===== config.mk =====
export PLATFORM = sky130hd
export DESIGN_NAME = serial_gamepad_frame_receiver
export DESIGN_NICKNAME = d
export VERILOG_FILES = /design/src/rtl/sgfr_pkg.sv /design/src/rtl/sgfr_step.sv /design/src/rtl/serial_gamepad_frame_receiver.sv
export SDC_FILE = /design/constraint.sdc
export NUM_CORES = 1
export LEC_CHECK = 0
export BUFFER_PORTS_ARGS = -buffer_cell sky130_fd_sc_hd__buf_2
export CORE_UTILIZATION = 50
export CTS_CLUSTER_SIZE = 16
export DETAILED_ROUTE_END_ITERATION = 8
export HOLD_SLACK_MARGIN = 0.15
export PLACE_DENSITY = 0.7
export SLEW_MARGIN = 20
export SYNTH_ARGS = -nofsm -noshare
export SYNTH_HDL_FRONTEND = slang
export SYNTH_SLANG_ARGS = --single-unit

===== constraint.sdc =====
create_clock -name clk -period 5.6 [get_ports clk]
set_input_delay 0.84 -clock clk [delete_from_list [all_inputs] [get_ports clk]]
set_output_delay 0.84 -clock clk [all_outputs]
set_load 0.05 [all_outputs]

===== src/rtl/sgfr_pkg.sv =====
package sgfr_pkg;

	localparam logic [7:0]  SYNC_BYTE    = 8'hAA;
	localparam logic [7:0]  TYPE_BUTTONS = 8'h42;
	localparam logic [7:0]  TYPE_SYSTEM  = 8'h43;
	localparam logic [7:0]  TYPE_PONG    = 8'h50;
	localparam logic [1:0]  LAST_BYTE    = 2'd2;
	localparam logic [15:0] DEFAULT_MS   = 16'd500;
	localparam logic [15:0] MS_MAX       = 16'hFFFF;

	localparam int APB_AW = 3;

	typedef enum logic {
		REG_LINK_TIMEOUT = 1'b0,
		REG_INJECT_HOLD  = 1'b1
	} reg_idx_t;

	typedef enum logic [1:0] {
		ACT_BYTE   = 2'd0,
		ACT_TICK   = 2'd1,
		ACT_INJECT = 2'd2,
		ACT_POLL   = 2'd3
	} action_t;

	typedef enum logic [2:0] {
		ST_NONE      = 3'd0,
		ST_BUTTONS   = 3'd1,
		ST_SYSTEM    = 3'd2,
		ST_PONG      = 3'd3,
		ST_CHECK_ERR = 3'd4,
		ST_UNKNOWN   = 3'd5
	} frame_status_t;

	typedef struct packed {
		logic        in_frame;
		logic [1:0]  byte_count;
		logic [7:0]  frame_type;
		logic [7:0]  frame_data;
		logic [7:0]  button_state;
		logic [7:0]  system_state;
		logic [7:0]  previous_buttons;
		logic        packet_seen;
		logic [15:0] since_packet_ms;
		logic [7:0]  held_mask;
		logic [15:0] mask_age_ms;
	} sgfr_state_t;

	typedef struct packed {
		frame_status_t frame_status;
		logic          connected;
		logic [7:0]    newly_pressed;
		logic [7:0]    system_buttons;
		logic [7:0]    buttons;
	} sgfr_result_t;

	localparam sgfr_state_t STATE_RESET = '0;

endpackage


===== src/rtl/sgfr_step.sv =====
module sgfr_step (
	input  sgfr_pkg::sgfr_state_t  cur,
	input  sgfr_pkg::action_t      action,
	input  logic [7:0]             rx_byte,
	input  logic [7:0]             inject_mask,
	input  logic [15:0]            link_timeout_ms,
	input  logic [15:0]            inject_hold_ms,
	output sgfr_pkg::sgfr_state_t  nxt,
	output sgfr_pkg::sgfr_result_t res
);
	import sgfr_pkg::*;

	logic [7:0]    cur_buttons;
	logic [7:0]    new_buttons;
	logic          check_ok;
	frame_status_t status;
	logic [7:0]    newly;

	assign cur_buttons = cur.button_state |
		((cur.mask_age_ms < inject_hold_ms) ? cur.held_mask : 8'h00);
	assign check_ok = (rx_byte == ~cur.frame_data);

	always_comb begin
		nxt    = cur;
		status = ST_NONE;
		newly  = 8'h00;
		case (action)
			ACT_BYTE: begin
				if (!cur.in_frame) begin
					if (rx_byte == SYNC_BYTE) begin
						nxt.in_frame   = 1'b1;
						nxt.byte_count = 2'd0;
					end
				end else if (cur.byte_count == 2'd0) begin
					nxt.frame_type = rx_byte;
					nxt.byte_count = 2'd1;
				end else if (cur.byte_count == 2'd1) begin
					nxt.frame_data = rx_byte;
					nxt.byte_count = LAST_BYTE;
				end else begin
					nxt.in_frame   = 1'b0;
					nxt.byte_count = 2'd0;
					if (cur.frame_type == TYPE_BUTTONS || cur.frame_type == TYPE_SYSTEM) begin
						if (!check_ok) begin
							status = ST_CHECK_ERR;
						end else begin
							nxt.packet_seen     = 1'b1;
							nxt.since_packet_ms = '0;
							if (cur.frame_type == TYPE_BUTTONS) begin
								nxt.button_state = cur.frame_data;
								status           = ST_BUTTONS;
							end else begin
								nxt.system_state = cur.frame_data;
								status           = ST_SYSTEM;
							end
						end
					end else if (cur.frame_type == TYPE_PONG) begin
						nxt.packet_seen     = 1'b1;
						nxt.since_packet_ms = '0;
						status              = ST_PONG;
					end else begin
						status = ST_UNKNOWN;
					end
				end
			end
			ACT_TICK: begin
				if (cur.since_packet_ms != MS_MAX)
					nxt.since_packet_ms = cur.since_packet_ms + 16'd1;
				if (cur.held_mask != 8'h00) begin
					if (cur.mask_age_ms != MS_MAX)
						nxt.mask_age_ms = cur.mask_age_ms + 16'd1;
					if (nxt.mask_age_ms >= inject_hold_ms)
						nxt.held_mask = 8'h00;
				end
			end
			ACT_INJECT: begin
				nxt.held_mask   = inject_mask;
				nxt.mask_age_ms = '0;
			end
			ACT_POLL: begin
				newly                = cur_buttons & ~cur.previous_buttons;
				nxt.previous_buttons = cur_buttons;
			end
			default: begin
				nxt = cur;
			end
		endcase
	end

	assign new_buttons = nxt.button_state |
		((nxt.mask_age_ms < inject_hold_ms) ? nxt.held_mask : 8'h00);

	always_comb begin
		res.buttons        = new_buttons;
		res.system_buttons = nxt.system_state;
		res.newly_pressed  = newly;
		res.connected      = nxt.packet_seen && (nxt.since_packet_ms < link_timeout_ms);
		res.frame_status   = status;
	end

endmodule


===== src/rtl/serial_gamepad_frame_receiver.sv =====
// Serial gamepad frame receiver.
// Input stream (s_*): one transfer per event. s_tuser carries the action
// (received byte, millisecond tick, inject mask, poll new presses); s_tdata
// carries the received byte and the inject mask.
// Output stream (m_*): exactly one result transfer per input transfer, in
// order: current buttons (with active injected mask), system buttons, newly
// pressed bits on a poll, link connected flag and the status of a frame
// completed by this byte.
// The state is updated and the result registered at the edge that accepts
// the input. One item per cycle is taken as long as the output register is
// empty or being emptied in the same cycle; a stalled m_tready holds the
// result and stalls s_tready after one item.
// APB port: link_timeout_ms at 0x0, inject_hold_ms at 0x4 (16 bits each,
// reset 500). Write only while the stream is idle.
// Reset clears all frame, button and link state and empties the output
// register.
module serial_gamepad_frame_receiver (
	input  logic                         clk,
	input  logic                         arst_n,
	input  logic                         psel,
	input  logic                         penable,
	input  logic                         pwrite,
	input  logic [sgfr_pkg::APB_AW-1:0]  paddr,
	input  logic [31:0]                  pwdata,
	output logic [31:0]                  prdata,
	output logic                         pready,
	input  logic                         s_tvalid,
	output logic                         s_tready,
	input  logic [15:0]                  s_tdata,   // rx_byte, inject_mask
	input  logic [1:0]                   s_tuser,   // action
	output logic                         m_tvalid,
	input  logic                         m_tready,
	output logic [31:0]                  m_tdata    // buttons, system_buttons,
	                                                // newly_pressed, connected,
	                                                // frame_status, zero pad
);
	import sgfr_pkg::*;

	logic [15:0]  link_timeout_q;
	logic [15:0]  inject_hold_q;
	sgfr_state_t  state_q;
	sgfr_state_t  state_nxt;
	sgfr_result_t res_nxt;
	sgfr_result_t res_q;
	logic         out_valid_q;
	logic         s_fire;
	logic         cfg_wr;
	reg_idx_t     cfg_idx;

	assign pready   = 1'b1;
	assign cfg_wr   = psel & penable & pwrite & pready;
	assign cfg_idx  = reg_idx_t'(paddr[2]);

	always_ff @(posedge clk or negedge arst_n) begin
		if (!arst_n) begin
			link_timeout_q <= DEFAULT_MS;
			inject_hold_q  <= DEFAULT_MS;
		end else if (cfg_wr) begin
			case (cfg_idx)
				REG_LINK_TIMEOUT: link_timeout_q <= pwdata[15:0];
				REG_INJECT_HOLD:  inject_hold_q  <= pwdata[15:0];
				default:          link_timeout_q <= link_timeout_q;
			endcase
		end
	end

	always_comb begin
		case (cfg_idx)
			REG_LINK_TIMEOUT: prdata = {16'h0000, link_timeout_q};
			REG_INJECT_HOLD:  prdata = {16'h0000, inject_hold_q};
			default:          prdata = '0;
		endcase
	end

	assign s_tready = !out_valid_q || m_tready;
	assign s_fire   = s_tvalid && s_tready;

	sgfr_step u_step (
		.cur             (state_q),
		.action          (action_t'(s_tuser)),
		.rx_byte         (s_tdata[7:0]),
		.inject_mask     (s_tdata[15:8]),
		.link_timeout_ms (link_timeout_q),
		.inject_hold_ms  (inject_hold_q),
		.nxt             (state_nxt),
		.res             (res_nxt)
	);

	always_ff @(posedge clk or negedge arst_n) begin
		if (!arst_n) begin
			state_q     <= STATE_RESET;
			out_valid_q <= 1'b0;
		end else begin
			if (s_fire)
				state_q <= state_nxt;
			if (s_fire)
				out_valid_q <= 1'b1;
			else if (m_tready)
				out_valid_q <= 1'b0;
		end
	end

	always_ff @(posedge clk) begin
		if (s_fire)
			res_q <= res_nxt;
	end

	assign m_tvalid = out_valid_q;
	assign m_tdata  = {4'h0, res_q};

endmodule


==> key figures, run 1 <==
Outcome
  • Outcome: finished, final reports clean

Final layout
  • Fillers: 1,640
  • # diodes: 0
  • P&R area growth vs syn: 11.42%
  • Multi-input logic area: 0.005335 mm^2
  • Final Non-Filler Cells: 1,284
  • Final Util: 0.5698
  • Layout cells sized above 1: 0.2219
  • Final #Nets: 1,164
  • Register area: 0.003784 mm^2

Pwr
  • Power per cell area: 316.1 mW/mm^2
  • Pleak: 4.978 nW
  • Peak supply drop: 223.1 uV

Logic synthesis
  • Async set-reset flop share out of synthesis: 0.8069
  • Synthesis-stage register bit count: 145
  • Synthesized area per cell: 9.874 um^2
  • Number of synthesized flops with an enable pin: 28
  • Syn Inst Count: 972
  • Area leader, netlist: dfrtp_1
  • Synth top area cells: dfrtp_1, edfxtp_1, ha_1, mux2_2, o21ai_0
  • Synth Cell Area: 0.009598 mm^2
  • Predominant post-synthesis flop cell: dfrtp_1
  • Synth top area share: 0.2738
  • YS warnings: 0
  • Sequential share of the synthesized area: 0.3942
  • Cell variety after synth: 76

Detailed routing
  • Starting DRT DRC Count: 608
  • DR vias: 7,622
  • Post-route DRC: 0
  • Drt wl/cell: 18.57 um
  • Final wirelength: 23,840 um
  • TritonRoute pass-1 iters: 5
  • Final ANT Viol Nets: 0
  • Vias per inst: 5.936

Worst hold path
  • Worst Hold Class: in2async

Timing
  • Final worst-path cycle share: 0.7670
  • Worst Tran Pin Value: 1048 ps
  • Worst relative slew slack: 0.2996
  • Final min period: 4295 ps
  • Final-report hold violation count: 0
  • Clock skew: 11.35 ps
  • Unrepaired setup endpoints after global routing: no
  • WHS: 411.8 ps
  • Setup_tns: 0 ps
  • Max Fclk: 0.2328 GHz
  • Finish-stage setup viols: 0
  • Final WS setup: 1305 ps
  • Slew Viols, Final: 0

Floorplanning
  • Num rows: 50
  • DIE HEIGHT: 140.6 um
  • Die width: 140.6 um
  • Top Ports: 127
  • CORE AREA: 0.01877 mm^2
  • Die Area: 0.01975 mm^2
  • Initial Utilization: 0.5114

Setup path
  • WS Path Type: reg2reg
  • Crit path DAT: 4430 ps
  • WP data required: 5730 ps
  • R2R cell count: 13
  • Max Fanout on Critical Path: 12
  • CP endpoint kind: flip-flop
  • CP Launch Type: flip-flop

Clock network
  • Num CTS Buffers: 17
  • CTS tree: built
  • Post_cts resized: 0
  • CTS sink count: 145
  • H-tree depth: 4
  • Root Buffer Master: clkbuf_16
  • Hold buffers post-CTS: 0
  • CTS Buffer Depth: 2
  • Clk pin slew, worst setup/hold paths: 70 ps
  • Clk_lat worst skew: 430 ps
  • Post-CTS setup buffer count: 0

Global routing
  • Total grt overflow: 0
  • Vias in the first global route: 7,313
  • Initial antenna violation count: 0
  • Largest net degree at the start of global routing: 72
  • Tot GR Track Use: 0.2532
  • First-pass GRT wire length: 38,770 um

Placed design
  • Detail Placement HPWL: 17,390 um
  • Pre-CTS setup slack: 1109 ps
  • Gp weighted congestion: 0.8866
  • Placed Cells: 1,252
  • Number of buffers added on ports: 87

Flow run
  • Max-Cap Viols: 0
cells in the mapped netlist, types with 5 or more instances:
master and count:
a22o_1 18, dfstp_2 12, clkbuf_1 33, mux2_2 74, dfrtp_1 105, a31oi_1 5, nor2b_1 9, ha_1 67
nor4_1 7, buf_2 10, o21ai_0 72, nand2b_1 8, a21o_1 19, and3_1 6, o2111ai_1 8, buf_4 22
nand3_1 25, mux2i_1 31, xor2_1 22, xnor2_1 13, inv_1 50, nor2_1 50, a211oi_1 8, edfxtp_1 28
a32o_1 9, a221oi_1 5, nand4_1 23, a21oi_1 50, o31ai_1 8, o211ai_1 5, and4_1 5, nand2_1 84
nor3_1 11
critical path: stages (launching register included):
cell and delay [ps]:
dfrtp_1 640, nand4_2 310, nor2_1 500, nand2_2 270, mux2i_1 350, o21ai_0 130
a22o_1 230, ha_1 290, nand3_1 90, o221a_2 250, o21bai_1 180, a31oi_1 110
o21ai_1 390, o21ai_0 260
kinds of logic (layout without fill, tap and decap cells):
kind of cell    after synthesis  after routing  synth area share
simple gates                257            257            0.1399
xor+xnor                     35             35           0.03194
flops                       145            145            0.3942
fa+ha+maj                    67             67           0.08734
mux                         106            106            0.1203
compound gates              241            241            0.1675
other cells                   2             21         0.0007825
buf+inv                     119            178           0.05801
final cells by class:
type / count / area share
multi-input combinational: 727 / 0.4989
clock inverter: 13 / 0.01334
timing repair buffer: 94 / 0.04586
clock buffer: 19 / 0.04247
sequential: 145 / 0.3538
inverter: 52 / 0.01825
tap: 234 / 0.02738
cells in the final DEF, fill, tap and decap left out, types with 13 or more instances in the layout:
cell type,Yosys,routed
a21o_1,19,19
a21oi_1,50,50
a22o_1,18,18
buf_2,10,86
clkbuf_16,0,18
conb_1,2,21
dfrtp_1,105,105
edfxtp_1,28,28
ha_1,67,67
inv_1,50,50
mux2_2,74,74
mux2i_1,31,31
nand2_1,84,84
nand3_1,25,25
nand4_1,23,23
nor2_1,50,50
o21ai_0,72,72
xnor2_1,13,13
xor2_1,22,22
per-layer routing:
layer	GRT usage	wire length (um)
met3	0.03966	1073
met1	0.3386	10840
met5	0	0
met4	0.09096	617
met2	0.4171	11310
state kept, by name, summed over array words and instances, names as in the netlist:
name	count
inject_hold_q	16
link_timeout_q	16
m_tdata	28
m_tvalid	1
state_q	84
power breakdown:
part	switching, mW	total [mW]	internal (mW)	leakage (nW)
registers	0.116	1.32	1.21	1.79
logic	0.591	0.898	0.308	2.90
clock network	0.503	1.16	0.655	0.287
total	1.21	3.38	2.17	4.98
final timing paths:
path | startpoint | end | slack, ps
max in group asynchronous | arst_n | state_q[6]$_DFFE_PN0P_ | 3850
worst min-delay path | arst_n | state_q[33]$_DFFE_PN0P_ | 410
worst max-delay path | state_q[3]$_DFFE_PN0P_ | m_tdata[1]$_DFFE_PP_ | 1300
worst max register to register | state_q[3]$_DFFE_PN0P_ | m_tdata[1]$_DFFE_PP_ | 1300
worst min register to register | state_q[40]$_DFFE_PN0P_ | state_q[40]$_DFFE_PN0P_ | 490
min in group clk | state_q[40]$_DFFE_PN0P_ | state_q[40]$_DFFE_PN0P_ | 490
stage by stage:
stage,power (mW),instance area (um^2)
2_1_floorplan,1.999,9669
3_3_place_gp,2.209,10090
3_5_place_dp,2.232,10090
4_1_cts,3.391,10690
5_1_grt,3.547,10690
6_report,3.380,10690
(Power assumes the default switching activity.)
==> inputs of run 2 (changes only) <==
--- a/config.mk
+++ b/config.mk
@@ -10,7 +10,7 @@
 export CTS_CLUSTER_SIZE = 16
 export DETAILED_ROUTE_END_ITERATION = 8
 export HOLD_SLACK_MARGIN = 0.15
-export PLACE_DENSITY = 0.7
+export PLACE_DENSITY = 0.72
 export SLEW_MARGIN = 20
 export SYNTH_ARGS = -nofsm -noshare
 export SYNTH_HDL_FRONTEND = slang
==> constraint.sdc (replaced) <==
create_clock -name clk -period 3.5 [get_ports clk]
set_input_delay 0.525 -clock clk [delete_from_list [all_inputs] [get_ports clk]]
set_output_delay 0.525 -clock clk [all_outputs]
set_load 0.05 [all_outputs]
==> run 2 against run 1 <==
Fmax is 26% higher. Flip-flop and latch count unchanged. Clock skew down 1.4 ps. Largest power group unchanged. Routed wire length is 6.2% higher. Critical path type unchanged. Combinational power grew 82%. Design area grew 6.5%. Die area unchanged. Via count rose by 5.0%. Count of clock-buffer cells in the layout decreased by 1. Clock power rose by 51%.
==> key figures, run 2 (synthesis gave the netlist of run 1 again) <==
Final layout
  • P&R area growth vs syn: 18.64%
  • Layout cells sized above 1: 0.3009
  • Most common cell after layout, fill and taps aside: dfrtp_1
  • Final Util: 0.6067
  • Post-route cell area: 0.01139 mm^2
  • Final #Nets: 1,244
  • Fillers: 1,588
  • Max reg flops: 84
  • Reg with most FFs: state_q
  • Most frequent cells in the layout: dfrtp_1, buf_2, buf_4

Pwr
  • Total power: 5.452 mW
  • Pint: 3.476 mW
  • P_sw: 1.976 mW
  • Power per cell area: 478.8 mW/mm^2
  • Peak supply drop: 367.5 uV
  • Switch share: 0.3624
  • Clock Power Share: 0.320
  • Comb power frac: 0.299
  • Flop pwr share: 0.381
  • Pleak: 5.353 nW

Global routing
  • Met3 usage: 0.03795
  • Met2 Usage GRT: 0.4437
  • Largest net degree at the start of global routing: 60
  • M1 GR Usage: 0.3498
  • Tot GR Track Use: 0.2658
  • Total grt overflow: 0
  • First-pass GRT wire length: 40,540 um
  • Most Crowded Layer GR: met2
  • Vias in the first global route: 7,815
  • Initial antenna violation count: 3

Setup path
  • Reg2reg end: m_tdata[0]$_DFFE_PP_
  • FF-to-FF Start: state_q[12]$_DFFE_PN0P_
  • CP endpoint kind: flip-flop
  • Slowest stage delay, CP: 360 ps
  • WP data required: 3780 ps
  • Crit path DAT: 3700 ps
  • CP dominant cell by count: buf_4
  • CP Launch Type: flip-flop
  • Cells along the critical path: nand4_1, buf_4, nor4_2, and3_1, nor2_1, a31oi_1, buf_4, a32o_1, ha_1, a21oi_1, o21ai_2, a31oi_1, o21ai_1, buf_4, o21ai_1
  • WS Path Type: reg2reg
  • Slowest CP cell: dfrtp_1
  • Reg-to-reg slack, setup: 80 ps
  • Max Fanout on Critical Path: 8
  • R2R cell count: 15

Placed design
  • Post-DP Area: 0.01068 mm^2
  • Detail Placement HPWL: 18,410 um
  • Number of buffers added on ports: 87
  • Gp weighted congestion: 0.9219

Detailed routing
  • Vias per inst: 5.854
  • DR vias: 8,003
  • TritonRoute pass-1 iters: 5
  • Final ANT Viol Nets: 0
  • Drt wl/cell: 18.52 um
  • Post-route DRC: 0
  • Starting DRT DRC Count: 532
  • Final wirelength: 25,310 um

Timing
  • Setup_tns: 0 ps
  • Worst Tran Pin Value: 1030 ps
  • Unrepaired setup endpoints after global routing: yes
  • Worst relative slew slack: 0.3095
  • Final min period: 3421 ps
  • Slew Viols, Final: 0
  • Final-report hold violation count: 0
  • Max Fclk: 0.2923 GHz
  • Final worst-path cycle share: 0.9774
  • Finish-stage setup viols: 0
  • Clock skew: 9.957 ps

Clock network
  • Root Buffer Master: clkbuf_16
  • CTS Buffer Depth: 2
  • CTS tree: built
  • H-tree depth: 4
  • Clk pin slew, worst setup/hold paths: 70 ps
  • Clk_lat worst skew: 440 ps
  • CTS sink count: 145
  • Num CTS Buffers: 17
  • Hold buffers post-CTS: 0

Floorplanning
  • Num rows: 50
  • Top Ports: 127
  • Die width: 140.6 um
  • Initial Utilization: 0.5114
  • Die Area: 0.01975 mm^2
  • DIE HEIGHT: 140.6 um
  • CORE AREA: 0.01877 mm^2

Outcome
  • Outcome: finished, final reports clean

Flow run
  • Max-Cap Viols: 0

Worst hold path
  • Worst Hold Class: in2async
## run 2: cell types whose count changed in the layout (fill, tap and decap cells not counted), moves of 4 or more
cell and change:
dfrtp_1 -9, o21ai_1 +7, nor3_2 +4, buf_4 +76, dfrtp_2 +9, o21ai_0 -8
## run 2: what timing repair did
item,CTS,global route
pin swaps,0,7
resized for setup,2,35
buffers inserted,0,6
cloned,0,1
setup endpoints to repair,16,17
## run 2: cell type report
class                   instances  area [um^2]  area share
diodes                          3        7.507   0.0006593
clock buffers                  18        429.2     0.03769
clock inverters                14        125.1     0.01099
inverters                      52        195.2     0.01714
multi-input cells             728         5421      0.4761
flip-flops and latches        145         3795      0.3333
well taps                     234        292.8     0.02571
repair buffers                173         1121     0.09845
## run 2: power groups by stage
stage          clock network [mW]  logic [mW]  registers [mW]
2_1_floorplan                   0        1.05            2.14
3_3_place_gp                    0        1.54            2.09
3_5_place_dp                    0        1.57            2.10
4_1_cts                      1.76        1.58            2.07
5_1_grt                      1.84        1.79            2.10
6_report                     1.75        1.63            2.08
## run 2: worst max path at each step
stage	start	to	slack, ps	cells past startpoint
floorplan	s_tuser[0]	m_tdata[0]$_DFFE_PP_	180	14
global placement	s_tdata[6]	m_tdata[24]$_DFFE_PP_	30	15
detailed placement	state_q[0]$_DFFE_PN0P_	state_q[18]$_DFFE_PN0P_	-10	13
CTS	state_q[18]$_DFFE_PN0P_	m_tdata[0]$_DFFE_PP_	30	13
global route	state_q[0]$_DFFE_PN0P_	m_tdata[4]$_DFFE_PP_	-20	14
finish	state_q[12]$_DFFE_PN0P_	m_tdata[0]$_DFFE_PP_	80	15
## run 2: metrics by stage
stage / cells / hold slack (ps) / setup WS, ps
global placement: 1325 / 456.9 / 25.28
finish: 1367 / 182.8 / 79.12
detailed placement: 1325 / 473.6 / -13.96
CTS: 1357 / 209.3 / 25.96
global route: 1367 / 240.6 / -21.94
floorplan: 991 / 229.4 / 183.0
## run 2: critical path: cells and delay by family (launching register included)
kind	cells	cell delay, ps
simple gates	4	750
buf+inv	3	620
compound gates	7	1260
flops	1	360
fa+ha+maj	1	260
## run 2: layer usage
metal	vias up	wire length, um
met4	0	626
met3	40	1190
met2	264	12440
met5	-	0
met1	3872	11060
li1	3827	-
==> inputs of run 3 (changes only) <==
==> constraint.sdc (replaced) <==
create_clock -name clk -period 3.5 [get_ports clk]
set_input_delay 0.175 -clock clk [delete_from_list [all_inputs] [get_ports clk]]
set_output_delay 0.175 -clock clk [all_outputs]
set_load 0.05 [all_outputs]
==> run 3 against run 2 <==
Flip-flop and latch count unchanged. Non-clock buffer count up 37. Count of clock-buffer cells in the layout up 2. Worst setup slack better by 44 ps. Global-route usage down 0.34 points. Sequential share of layout area down 1.1 points. Utilization up 2.0 points. Design area up 3.4%. Worst hold slack better by 120 ps. Clock power down 6%. Routed wire length up 1.0%. Largest cell class unchanged. Highest routed layer unchanged.
==> key figures, run 3 (synthesis gave the netlist of run 1 again) <==
Outcome
  • Outcome: finished, final reports clean

Placed design
  • Pre-CTS setup slack: -63.61 ps
  • Number of buffers added on ports: 87
  • Detail Placement HPWL: 18,250 um
  • Gp weighted congestion: 0.9222

Floorplanning
  • DIE HEIGHT: 140.6 um
  • Initial Utilization: 0.5114
  • CORE AREA: 0.01877 mm^2
  • Top Ports: 127
  • Num rows: 50
  • Die width: 140.6 um
  • Die Area: 0.01975 mm^2

Setup path
  • WS Path Type: reg2reg
  • Worst path bufs/invs: 0
  • Largest delay contributor family on the critical path: simple AND/OR/NAND/NOR gates
  • CP Launch Type: flip-flop
  • Cells along the critical path: ha_4, nand4_1, or4_4, nor2b_4, and3_1, xor2_1, a22o_1, ha_1, nand2_1, nor3_2, a21oi_1, o211ai_1, nor2_1, a21o_1
  • Slowest stage delay, CP: 590 ps
  • WP data required: 3680 ps
  • Max Fanout on Critical Path: 6
  • Reg-to-reg slack, setup: 120 ps
  • R2R cell count: 14
  • FF-to-FF Start: state_q[25]$_DFFE_PN0P_
  • Reg2reg end: m_tdata[24]$_DFFE_PP_
  • Crit path DAT: 3550 ps
  • CP endpoint kind: flip-flop
  • Slowest CP cell: or4_4

Final layout
  • Fillers: 1,484
  • Reg with most FFs: state_q
  • Max reg flops: 84
  • Layout cells sized above 1: 0.2931
  • Final Util: 0.6271
  • P&R area growth vs syn: 22.62%
  • Final #Nets: 1,281
  • Most frequent cells in the layout: dfrtp_1, buf_4, buf_2
  • Most common cell after layout, fill and taps aside: dfrtp_1

Detailed routing
  • TritonRoute pass-1 iters: 5
  • Starting DRT DRC Count: 672
  • Vias per inst: 5.913
  • Final ANT Viol Nets: 0
  • DR vias: 8,290
  • Final wirelength: 25,570 um
  • Post-route DRC: 0
  • Drt wl/cell: 18.24 um

Clock network
  • Num CTS Buffers: 17
  • Clk pin slew, worst setup/hold paths: 60 ps
  • CTS Buffer Depth: 2
  • CTS sink count: 145
  • H-tree depth: 4
  • CTS tree: built
  • Clk_lat worst skew: 420 ps
  • Root Buffer Master: clkbuf_16

Flow run
  • Max-Cap Viols: 0

Timing
  • Worst Tran Pin Value: 706.4 ps
  • Final min period: 3377 ps
  • Max Fclk: 0.2961 GHz
  • Final worst-path cycle share: 0.9650
  • Final WS setup: 122.7 ps
  • Worst relative slew slack: 0.5262
  • Finish-stage setup viols: 0
  • Final-report hold violation count: 0
  • Clock skew: 11.01 ps
  • Slew Viols, Final: 0

Pwr
  • Power per cell area: 463.2 mW/mm^2
  • Flop pwr share: 0.380
  • P_sw: 1.941 mW
  • Clock Power Share: 0.303
  • Comb power frac: 0.316
  • Pint: 3.511 mW
  • Pleak: 5.519 nW
  • Total power: 5.452 mW
  • Peak supply drop: 411.1 uV
  • Switch share: 0.3560

Global routing
  • Vias in the first global route: 7,895
  • Largest net degree at the start of global routing: 72
  • Total grt overflow: 0
  • First-pass GRT wire length: 40,410 um
  • Initial antenna violation count: 1
  • Tot GR Track Use: 0.2624

Worst hold path
  • Worst Hold Class: in2async
==> run 3: cell count changes in the layout (fill, tap and decap cells not counted), moves of 4 or more <==
cell,change
o21ai_1,-4
dfrtp_1,+4
dlygate4sd3_1,+35
dfrtp_2,-4
o21ai_0,+4
inv_8,-4
==> run 3: worst max path at each step <==
stage,startpoint,endpoint,slack [ps],depth (start not counted)
CTS,state_q[30]$_DFFE_PN0P_,m_tdata[24]$_DFFE_PP_,4,13
finish,state_q[25]$_DFFE_PN0P_,m_tdata[24]$_DFFE_PP_,120,14
global placement,state_q[80]$_DFFE_PN0P_,m_tdata[24]$_DFFE_PP_,-30,13
floorplan,state_q[10]$_DFFE_PN0P_,state_q[16]$_DFFE_PN0P_,250,15
detailed placement,state_q[80]$_DFFE_PN0P_,m_tdata[24]$_DFFE_PP_,-60,13
global route,state_q[25]$_DFFE_PN0P_,m_tdata[24]$_DFFE_PP_,-40,14
==> run 3: worst reg2reg max path, stage by stage, from the launching register on <==
cell	delay [ps]
dfrtp_2	430
ha_4	180
nand4_1	90
or4_4	590
nor2b_4	180
and3_1	220
xor2_1	150
a22o_1	190
ha_1	270
nand2_1	70
nor3_2	200
a21oi_1	110
o211ai_1	170
nor2_1	80
a21o_1	180
==> run 3: final cells by class <==
| cell class | instances | area, um^2 | area share |
|---|---|---|---|
| Timing Repair Buffer | 210 | 1474 | 0.1252 |
| Sequential cell | 145 | 3790 | 0.3220 |
| Tap cell | 234 | 292.8 | 0.02488 |
| Clock buffer | 20 | 436.7 | 0.03710 |
| Clock inverter | 12 | 90.09 | 0.007655 |
| Antenna cell | 1 | 2.502 | 0.0002126 |
| Inverter | 52 | 195.2 | 0.01659 |
| Multi-Input combinational cell | 728 | 5488 | 0.4663 |
==> run 3: power by group through the flow <==
stage                     clock, mW  combinational (mW)  sequential [mW]
final                          1.65                1.73             2.07
after global routing           1.74                1.89             2.09
after CTS                      1.67                1.65             2.06
after detailed placement          0                1.61             2.09
after global placement            0                1.57             2.08
after floorplan                   0                1.05             2.14
==> run 3: repair_timing <==
item,in CTS,in global routing
gates resized for setup,3,37
setup endpoints to repair,2,17
pin swaps,1,14
hold buffers,35,0
hold endpoints to repair,104,0
buffers inserted,0,10
gates cloned,0,1
==> run 3: stage by stage <==
step	TNS [ps]	hold slack, ps	cells	area (um^2)
5_1_grt	-120.7	382.3	1402	11770
4_1_cts	0	324.7	1390	11520
3_3_place_gp	-33.57	226.1	1323	10640
6_report	0	304.6	1402	11770
3_5_place_dp	-63.61	225.9	1323	10640
2_1_floorplan	0	-120.6	991	9669
==> run 3: per-layer routing <==
metal  track usage  part of all wire  up-vias
li1              -                 -     3908
met4        0.1076             0.032        0
met3       0.03316             0.046       61
met5             0                 0        -
met1        0.3494              0.44     4021
met2        0.4339              0.48      300
